`config.mk`:
```
export PLATFORM = sky130hd
export DESIGN_NAME = multichannel_encoder_tracker_core
export DESIGN_NICKNAME = d
export VERILOG_FILES = /design/src/rtl/mte_pkg.sv /design/src/rtl/mte_ram.sv /design/src/rtl/mte_step_calc.sv /design/src/rtl/multichannel_encoder_tracker_core.sv
export SDC_FILE = /design/constraint.sdc
export NUM_CORES = 2
export LEC_CHECK = 0
export BUFFER_PORTS_ARGS = -buffer_cell sky130_fd_sc_hd__buf_2
export CORE_UTILIZATION = 40
export CTS_CLUSTER_DIAMETER = 150
export DETAILED_ROUTE_END_ITERATION = 7
export SYNTH_ARGS = -nofsm -noshare
export SYNTH_HDL_FRONTEND = slang
export SYNTH_HIERARCHICAL = 1
export SYNTH_SLANG_ARGS = --single-unit
```
`constraint.sdc`:
```
create_clock -name clk -period 8.3 [get_ports clk]
set_clock_uncertainty 0.1 [all_clocks]
set_input_delay 0.415 -clock clk [delete_from_list [all_inputs] [get_ports clk]]
set_output_delay 0.415 -clock clk [all_outputs]
set_load 0.02 [all_outputs]
```
`src/rtl/mte_pkg.sv`:
```
// shared types and constants for the multichannel encoder tracker
// no dependencies
`timescale 1ns / 1ps

package mte_pkg;

  localparam int CHANNELS = 8;
  localparam int RING_LEN = 5;

  localparam int CHAN_W  = 3;
  localparam int POS_W   = 13;
  localparam int TURN_W  = 18;
  localparam int FC_W    = 8;
  localparam int RATE_W  = 14;
  localparam int SPEED_W = 16;
  localparam int TOTAL_W = 32;
  localparam int DEG_W   = 27;

  localparam int CH_AW      = (CHANNELS > 1) ? $clog2(CHANNELS) : 1;
  localparam int RING_DEPTH = CHANNELS * RING_LEN;
  localparam int RING_AW    = (RING_DEPTH > 1) ? $clog2(RING_DEPTH) : 1;
  localparam int PTR_W      = $clog2(RING_LEN + 1);

  localparam int CPT_SHIFT    = POS_W;
  localparam int DEG_PER_TURN = 360;
  localparam int DEGP_W       = TOTAL_W + 10;

  localparam int SUM_W       = $clog2(RING_LEN * 5000 + 1) + 1;
  localparam int MAG_W       = SUM_W - 1;
  localparam int RECIP_SHIFT = 20;
  localparam int RECIP       = (1 << RECIP_SHIFT) / RING_LEN;
  localparam int RECIP_W     = RECIP_SHIFT + 1;
  localparam int PROD_W      = MAG_W + RECIP_W;

  localparam logic signed [POS_W:0]   WRAP_LIMIT = 5000;
  localparam logic signed [POS_W+1:0] COUNTS_PER_TURN = 15'sd8192;
  localparam logic signed [TURN_W-1:0] TURN_MAX = {1'b0, {(TURN_W-1){1'b1}}};
  localparam logic signed [TURN_W-1:0] TURN_MIN = {1'b1, {(TURN_W-1){1'b0}}};
  localparam logic [DEGP_W-1:0] DEG_BIAS = DEGP_W'((1 << CPT_SHIFT) - 1);

  typedef enum logic {
    OP_FRAME  = 1'b0,
    OP_REZERO = 1'b1
  } op_t;

  typedef enum logic [2:0] {
    S_IDLE,
    S_LOOKUP,
    S_UPDATE,
    S_SUM,
    S_SCALE,
    S_DONE
  } state_t;

  typedef struct packed {
    logic [POS_W-1:0]         position;
    logic [POS_W-1:0]         zero_offset;
    logic signed [TURN_W-1:0] turn_count;
    logic [FC_W-1:0]          frame_count;
    logic [PTR_W-1:0]         ring_pointer;
  } chan_state_t;

  localparam int CHAN_STATE_W = $bits(chan_state_t);

  typedef struct packed {
    chan_state_t              state;
    logic signed [RATE_W-1:0] rate;
    logic                     calib;
    logic                     ring_wr;
    logic [PTR_W-1:0]         ring_slot;
  } upd_t;

endpackage

```
`src/rtl/mte_ram.sv`:
```
// generic single-port-write, single-port-read ram with registered read
// no dependencies
`timescale 1ns / 1ps

module mte_ram #(
  parameter int WIDTH = 8,
  parameter int DEPTH = 8
) (
  input  logic                                      clk,
  input  logic                                      wr_en,
  input  logic [((DEPTH > 1) ? $clog2(DEPTH) : 1)-1:0] wr_addr,
  input  logic [WIDTH-1:0]                          wr_data,
  input  logic                                      rd_en,
  input  logic [((DEPTH > 1) ? $clog2(DEPTH) : 1)-1:0] rd_addr,
  output logic [WIDTH-1:0]                          rd_data
);

  logic [WIDTH-1:0] mem [DEPTH];

  always_ff @(posedge clk) begin
    if (wr_en) begin
      mem[wr_addr] <= wr_data;
    end
    if (rd_en) begin
      rd_data <= mem[rd_addr];
    end
  end

endmodule

```
`src/rtl/mte_step_calc.sv`:
```
// per-channel state update for one word: rezero, capture, unwrap, turn count, ring slot
// depends on mte_pkg
`timescale 1ns / 1ps

module mte_step_calc import mte_pkg::*; (
  input  op_t               op,
  input  logic [POS_W-1:0]  encoder_count,
  input  logic [FC_W-1:0]   calib_frames,
  input  chan_state_t       cur,
  output upd_t              upd
);

  logic signed [POS_W:0]   diff;
  logic signed [POS_W+1:0] diff_w;
  logic [PTR_W-1:0]        slot;

  always_comb begin
    diff   = $signed({1'b0, encoder_count}) - $signed({1'b0, cur.position});
    diff_w = {diff[POS_W], diff};
    slot   = (cur.ring_pointer >= PTR_W'(RING_LEN)) ? '0 : cur.ring_pointer;

    upd           = '0;
    upd.state     = cur;
    upd.calib     = cur.frame_count < calib_frames;
    upd.ring_slot = slot;

    if (op == OP_REZERO) begin
      upd.state.turn_count  = '0;
      upd.state.zero_offset = cur.position;
    end else if (upd.calib) begin
      upd.state.frame_count = cur.frame_count + 1'b1;
      upd.state.position    = encoder_count;
      upd.state.zero_offset = encoder_count;
    end else begin
      upd.state.position = encoder_count;
      upd.ring_wr        = 1'b1;
      if (diff > WRAP_LIMIT) begin
        if (cur.turn_count > TURN_MIN) begin
          upd.state.turn_count = cur.turn_count - 1'b1;
        end
        upd.rate = RATE_W'(diff_w - COUNTS_PER_TURN);
      end else if (diff < -WRAP_LIMIT) begin
        if (cur.turn_count < TURN_MAX) begin
          upd.state.turn_count = cur.turn_count + 1'b1;
        end
        upd.rate = RATE_W'(diff_w + COUNTS_PER_TURN);
      end else begin
        upd.rate = RATE_W'(diff_w);
      end
      if (slot == PTR_W'(RING_LEN - 1)) begin
        upd.state.ring_pointer = '0;
      end else begin
        upd.state.ring_pointer = slot + 1'b1;
      end
    end
  end

endmodule

```
`src/rtl/multichannel_encoder_tracker_core.sv`:
```
// multichannel encoder tracker, top level
// depends on mte_pkg, mte_ram, mte_step_calc
//
// input channel: in_valid/in_ready carry one word (op, channel, encoder_count,
// speed_in); op 0 is a feedback frame, op 1 rezeroes the channel
// output channel: out_valid/out_ready carry one result word per input word
// config: cfg_wr_en writes cfg_wr_data into calib_frames at once
// one word passes from acceptance to the next acceptance through these steps:
// channel state read, update and write-back, then one read per ring entry
// of the ring memory, then the mean and degree scaling; the ring read port
// sets the length of this sequence
// out_valid is registered and rises when the final step loads the result
// the result register lets the next word be taken while a result waits;
// a stalled receiver holds the block in its final step until taken
// reset clears all channel state through valid bits, so no clearing pass
// is needed; calib_frames resets to 51
`timescale 1ns / 1ps

module multichannel_encoder_tracker_core import mte_pkg::*; (
  input  logic                       clk,
  input  logic                       rst,
  input  logic                       in_valid,
  output logic                       in_ready,
  input  logic                       op,
  input  logic [CHAN_W-1:0]          channel,
  input  logic [POS_W-1:0]           encoder_count,
  input  logic signed [SPEED_W-1:0]  speed_in,
  output logic                       out_valid,
  input  logic                       out_ready,
  output logic [CHAN_W-1:0]          channel_out,
  output logic                       calibrating,
  output logic signed [SPEED_W-1:0]  speed_out,
  output logic signed [RATE_W-1:0]   step_rate,
  output logic signed [RATE_W-1:0]   mean_rate,
  output logic signed [TOTAL_W-1:0]  total_count,
  output logic signed [DEG_W-1:0]    total_degrees,
  input  logic                       cfg_wr_en,
  input  logic [FC_W-1:0]            cfg_wr_data
);

  state_t state, state_next;
  logic [FC_W-1:0] calib_frames;

  op_t                      op_q;
  logic [CHAN_W-1:0]        ch_q;
  logic [POS_W-1:0]         enc_q;
  logic signed [SPEED_W-1:0] speed_q;

  logic [CHANNELS-1:0]   chan_vld;
  logic [RING_DEPTH-1:0] ring_vld;
  logic                  chan_rd_ok;
  logic                  ring_rd_ok;

  logic in_acc, ch_ok, load_out;
  logic chan_rd_en, chan_wr_en, ring_rd_en, ring_wr_en;

  logic [CH_AW-1:0]        ch_in_addr, ch_addr;
  logic [CHAN_STATE_W-1:0] chan_rdata;
  chan_state_t             chan_cur;
  upd_t                    upd, upd_q;

  logic [RING_AW-1:0]      ring_base, ring_wr_addr, ring_rd_addr;
  logic [RATE_W-1:0]       ring_rdata;
  logic [PTR_W-1:0]        idx;
  logic signed [SUM_W-1:0] sum_q;

  logic signed [TOTAL_W-1:0] turn_ext, total_calc, total_q;
  logic [MAG_W-1:0]          mag, mag_q, q_est, q_fix, rem;
  logic                      sum_neg_q;
  logic [PROD_W-1:0]         prod_q;
  logic signed [DEGP_W-1:0]  deg_prod_q, deg_biased;
  logic signed [RATE_W-1:0]  mean_calc;

  assign ch_in_addr = CH_AW'(channel);
  assign ch_addr    = CH_AW'(ch_q);
  assign ch_ok      = (32'(channel) < CHANNELS);
  assign in_acc     = in_valid && in_ready;

  // next state
  always_comb begin
    state_next = state;
    case (state)
      S_IDLE: begin
        if (in_valid && ch_ok) begin
          state_next = S_LOOKUP;
        end
      end
      S_LOOKUP: state_next = S_UPDATE;
      S_UPDATE: state_next = S_SUM;
      S_SUM: begin
        if (idx == PTR_W'(RING_LEN)) begin
          state_next = S_SCALE;
        end
      end
      S_SCALE: state_next = S_DONE;
      S_DONE: begin
        if (!out_valid || out_ready) begin
          state_next = S_IDLE;
        end
      end
      default: state_next = S_IDLE;
    endcase
  end

  // state outputs
  always_comb begin
    in_ready   = 1'b0;
    chan_rd_en = 1'b0;
    chan_wr_en = 1'b0;
    ring_rd_en = 1'b0;
    ring_wr_en = 1'b0;
    load_out   = 1'b0;
    case (state)
      S_IDLE: begin
        in_ready   = 1'b1;
        chan_rd_en = in_valid;
      end
      S_UPDATE: begin
        chan_wr_en = 1'b1;
        ring_wr_en = upd_q.ring_wr;
      end
      S_SUM: ring_rd_en = (idx < PTR_W'(RING_LEN));
      S_DONE: load_out = !out_valid || out_ready;
      default: ;
    endcase
  end

  mte_ram #(
    .WIDTH(CHAN_STATE_W),
    .DEPTH(CHANNELS)
  ) u_chan_ram (
    .clk    (clk),
    .wr_en  (chan_wr_en),
    .wr_addr(ch_addr),
    .wr_data(upd_q.state),
    .rd_en  (chan_rd_en),
    .rd_addr(ch_in_addr),
    .rd_data(chan_rdata)
  );

  assign ring_wr_addr = ring_base + RING_AW'(upd_q.ring_slot);
  assign ring_rd_addr = ring_base + RING_AW'(idx);

  mte_ram #(
    .WIDTH(RATE_W),
    .DEPTH(RING_DEPTH)
  ) u_ring_ram (
    .clk    (clk),
    .wr_en  (ring_wr_en),
    .wr_addr(ring_wr_addr),
    .wr_data(upd_q.rate),
    .rd_en  (ring_rd_en),
    .rd_addr(ring_rd_addr),
    .rd_data(ring_rdata)
  );

  assign chan_cur = chan_rd_ok ? chan_state_t'(chan_rdata) : '0;

  mte_step_calc u_step (
    .op           (op_q),
    .encoder_count(enc_q),
    .calib_frames (calib_frames),
    .cur          (chan_cur),
    .upd          (upd)
  );

  always_comb begin
    turn_ext   = TOTAL_W'(upd_q.state.turn_count);
    total_calc = (turn_ext <<< CPT_SHIFT) + $signed(TOTAL_W'(upd_q.state.position))
                 - $signed(TOTAL_W'(upd_q.state.zero_offset));
    mag        = sum_q[SUM_W-1] ? MAG_W'(-sum_q) : MAG_W'(sum_q);
    q_est      = MAG_W'(prod_q >> RECIP_SHIFT);
    rem        = mag_q - MAG_W'(q_est * RING_LEN);
    q_fix      = (rem >= MAG_W'(RING_LEN)) ? q_est + 1'b1 : q_est;
    mean_calc  = sum_neg_q ? -RATE_W'(q_fix) : RATE_W'(q_fix);
    deg_biased = deg_prod_q + (deg_prod_q[DEGP_W-1] ? $signed(DEG_BIAS) : '0);
  end

  // control
  always_ff @(posedge clk) begin
    if (rst) begin
      state        <= S_IDLE;
      calib_frames <= FC_W'(51);
      chan_vld     <= '0;
      ring_vld     <= '0;
      out_valid    <= 1'b0;
    end else begin
      state <= state_next;
      if (cfg_wr_en) begin
        calib_frames <= cfg_wr_data;
      end
      if (chan_wr_en) begin
        chan_vld[ch_addr] <= 1'b1;
      end
      if (ring_wr_en) begin
        ring_vld[ring_wr_addr] <= 1'b1;
      end
      if (load_out) begin
        out_valid <= 1'b1;
      end else if (out_ready) begin
        out_valid <= 1'b0;
      end
    end
  end

  // datapath
  always_ff @(posedge clk) begin
    if (in_acc) begin
      op_q       <= op_t'(op);
      ch_q       <= channel;
      enc_q      <= encoder_count;
      speed_q    <= speed_in;
      chan_rd_ok <= chan_vld[ch_in_addr];
    end
    if (state == S_LOOKUP) begin
      upd_q     <= upd;
      ring_base <= RING_AW'(32'(ch_q) * RING_LEN);
    end
    if (state == S_UPDATE) begin
      total_q <= total_calc;
      idx     <= '0;
      sum_q   <= '0;
    end
    if (state == S_SUM) begin
      idx <= idx + 1'b1;
      if (ring_rd_en) begin
        ring_rd_ok <= ring_vld[ring_rd_addr];
      end
      if (idx != '0 && ring_rd_ok) begin
        sum_q <= sum_q + SUM_W'($signed(ring_rdata));
      end
    end
    if (state == S_SCALE) begin
      mag_q      <= mag;
      sum_neg_q  <= sum_q[SUM_W-1];
      prod_q     <= PROD_W'(mag) * PROD_W'(RECIP);
      deg_prod_q <= DEGP_W'(total_q) * $signed(DEGP_W'(DEG_PER_TURN));
    end
    if (load_out) begin
      channel_out   <= ch_q;
      calibrating   <= upd_q.calib;
      speed_out     <= speed_q;
      step_rate     <= upd_q.rate;
      mean_rate     <= mean_calc;
      total_count   <= total_q;
      total_degrees <= DEG_W'(deg_biased >>> CPT_SHIFT);
    end
  end

endmodule

```
==> impl_metrics.ini <==
[floorplan]
floorplan.io_pins = 155
floorplan.initialDensity_pct = 40.4
chipHeight_um = 416
total_core_area_mm2 = 0.170
floorplan.die.width_um = 416
fp-row-count = 151
dieArea_mm2 = 0.173

[logic_synthesis]
synth_simple_gate_area_share_pct = 5.74
synth.top_cells.by_area = sky130_fd_sc_hd__edfxtp_1 61%, sky130_fd_sc_hd__ha_1 5.4%, sky130_fd_sc_hd__mux4_2 5.0%
yosysMostFrequentCell = sky130_fd_sc_hd__edfxtp_1
synth-compound-area-share_pct = 6.16
synth_fp_nets = 4980
post_synth.cell_area_avg_um2 = 15.2
yosys_register_bits = 1469
synth-edff-count = 1393
commonest_cells_post_synth = 1393 x sky130_fd_sc_hd__edfxtp_1, 387 x sky130_fd_sc_hd__inv_1, 298 x sky130_fd_sc_hd__ha_1
synth_cell_type_count = 96
synth_top_family_by_area = multiplexers
post_synth_fa_ha_maj_area_fraction_pct = 9.25
synth_seq_area_share_pct = 63.1
syn_inst = 4505
yosys.area_share.xor_xnor_pct = 2.21
synth_flop_cell = sky130_fd_sc_hd__edfxtp_1
count_of_warnings_emitted_by_yosys = 6
syn_area_mm2 = 0.0687
synth_mux_area_share_pct = 10.1
netlist.area_leader.share_pct = 60.9
yosys_top_cell_by_area = sky130_fd_sc_hd__edfxtp_1
async_reset_ff_share_pct = 0

[grt]
grt_first_pass_wirelength_um = 238000
grt_max_degree = 105
antenna_found_initial = 1
globalRoute.totalOverflow = 0
vias_in_the_first_global_route = 38500
grt_use_total_pct = 18.1

[setup_path]
crit_path_max_fanout = 4
worstPathRequired_ns = 8.74
timing.critical_path.from_type = flop
cp_class = flop to flop
timing.critical_path.arrival_ns = 8.13
critical_path.max_stage_delay_ns = 0.66
timing.rr.start = sum_q[6]$_DFF_P_
timing.critical_path.slowest_stage_cell = sky130_fd_sc_hd__a2111oi_1
crit_top_cell = sky130_fd_sc_hd__fa_1
worst_setup_path_startpoint = sum_q[6]$_DFF_P_
worst_setup_path_end_kind = flop

[timing]
smallest_setup_slack_after_layout_ns = 0.610
final_count_of_negative_setup_slack_endpoints = 0
whs_ns = 0.152
timing_hold_violations_final = 0
fmaxAchievable_ghz = 0.130
slew_headroom_pct = 23.7
layout_min_cycle_time_ns = 7.69
rsz_0062_raised_after_global_routing = false
fin_tns_setup_ns = 0
worst_slew_pin_slew_ns = 1.14
maxSlewViolCount = 0
finalCritPeriodShare_pct = 92.7

[clock_tree]
clk_latency_ns = 0.79
h-tree-depth = 4
ctsLongestPathBuffers = 3
cts.reportedPaths.clkPinSlew_ns = 0.06
cts_inserted_buffers = 157
clock_sink_count = 1469
clock_tree.root_cell = sky130_fd_sc_hd__clkbuf_16
cts_tree = done

[detailed_routing]
drc_errors = 0
wire_per_inst_um = 22.1
routed_via_density = 5.31
initial_drc_count = 2678
drtAntennaViolNets = 0
drt-total-wl_um = 158000
drt_pass1_iterations = 6
dr_total_vias = 37900

[placed_design]
gp_congestion = 0.842
place.detailed.hpwl_um = 99800
io_buffers = 154
placement.setup.worst_slack_ns = 0.0706

[final_layout]
number_of_fill_cells = 14800
layout.area.seq_mm2 = 0.0434
multi_input_comb_area_mm2 = 0.0232
fin_nets = 5277
drive_above_1_share_pct = 16.1
layout-area-overhead-vs-synth_pct = 13.3

[worst_hold_path]
worst_hold_startpoint = channel[1]
timing.hold.worst.class = input port to flop

[flow_run]
max-cap-violations = 0

[status]
status = finished, final reports clean
[worst paths after layout]
path	depth (start not counted)	slack [ns]	to
min reg2reg	0	0.32	speed_out[15]$_DFFE_PP_
max reg2reg	27	0.61	prod_q[31]$_DFFE_PP_
min	2	0.15	u_chan_ram/rd_data[21]$_DFFE_PP_
max	27	0.61	prod_q[31]$_DFFE_PP_
[final cells by class]
cell class,count,area share (%)
tap,2218,3.57
multi-input combinational,2491,29.8
clock buffer,193,5.28
antenna,1,0.00322
timing repair buffer,294,2.53
clock inverter,87,1.21
inverter,389,1.88
sequential,1469,55.7
[registers in the layout (all words and copies together) (netlist names), 15 cells and up]
name	flops
u_ring_ram/mem	560
u_chan_ram/mem	440
upd_q	56
u_chan_ram/rd_data	55
ring_vld	40
deg_prod_q	38
total_count	32
total_q	32
total_degrees	27
turn_ext	18
speed_out	16
speed_q	16
sum_q	16
mag_q	15
[through the flow]
| step | util [%] | cell area (µm²) | instances |
|---|---|---|---|
| finish | 45.8 | 77800 | 7142 |
| global route | 45.8 | 77800 | 7141 |
| global placement | 42.5 | 72200 | 6812 |
| floorplan | - | 68700 | 4505 |
| detailed placement | 42.5 | 72200 | 6812 |
| CTS | 45.7 | 77800 | 7140 |
[metal layers]
layer,global-route usage [%],wire (µm)
met1,24.1,69300
met2,31.1,78900
met3,2.45,6120
met4,5.18,3810
met5,0,0
[critical path, delay by kind of cell (launching register included)]
family	cells	cell delay, ns
AOI/OAI and AO/OA	10	1.96
xor gates and xnor gates	2	0.30
adders and majority gates	7	3.18
buffers and inverters	4	0.26
DFF	1	0.34
and+or+nand+nor	4	1.28
[cells by family after synthesis]
family,Yosys count
XOR/XNOR,173
multiplexers,491
buffers and inverters,545
AO/OA/AOI/OAI,609
adder cells (fa/ha/maj),429
flip-flops,1469
AND/OR/NAND/NOR,789
[cell usage in the layout, fill, tap and decap left out, drive strengths merged, types with 18 or more instances in the layout]
| master | synthesis | final |
|---|---|---|
| nand2 | 138 | 138 |
| buf | 83 | 245 |
| clkbuf | 73 | 194 |
| clkinv | 2 | 60 |
| dfxtp | 76 | 76 |
| o21a | 20 | 20 |
| xor2 | 59 | 59 |
| ha | 298 | 298 |
| a22oi | 66 | 66 |
| xnor2 | 114 | 114 |
| mux2i | 252 | 252 |
| dlygate4sd3 | 0 | 48 |
| or3 | 22 | 22 |
| nor2b | 43 | 43 |
| nand3 | 63 | 63 |
| o41ai | 20 | 20 |
| o22ai | 18 | 18 |
| nor3 | 62 | 62 |
| mux4 | 152 | 152 |
| edfxtp | 1393 | 1393 |
| a22o | 39 | 39 |
| a21oi | 156 | 156 |
| and2 | 72 | 72 |
| o21ai | 107 | 107 |
| inv | 387 | 400 |
| fa | 131 | 131 |
| nand2b | 40 | 40 |
| mux2 | 87 | 87 |
| and3 | 20 | 20 |
| a21o | 29 | 29 |
| a221oi | 30 | 30 |
| nand4 | 20 | 20 |
| nor2 | 249 | 249 |
[timing repair]
item / CTS / global route
gates resized for setup: 0 / 5
setup buffers: 0 / 1
endpoints found under the hold margin: 40 / 0
endpoints found under the setup margin: 0 / 4
hold buffers: 48 / 0
Power is not shown: default switching activity piles up to over one toggle a cycle in this logic, so the estimate is an artifact.
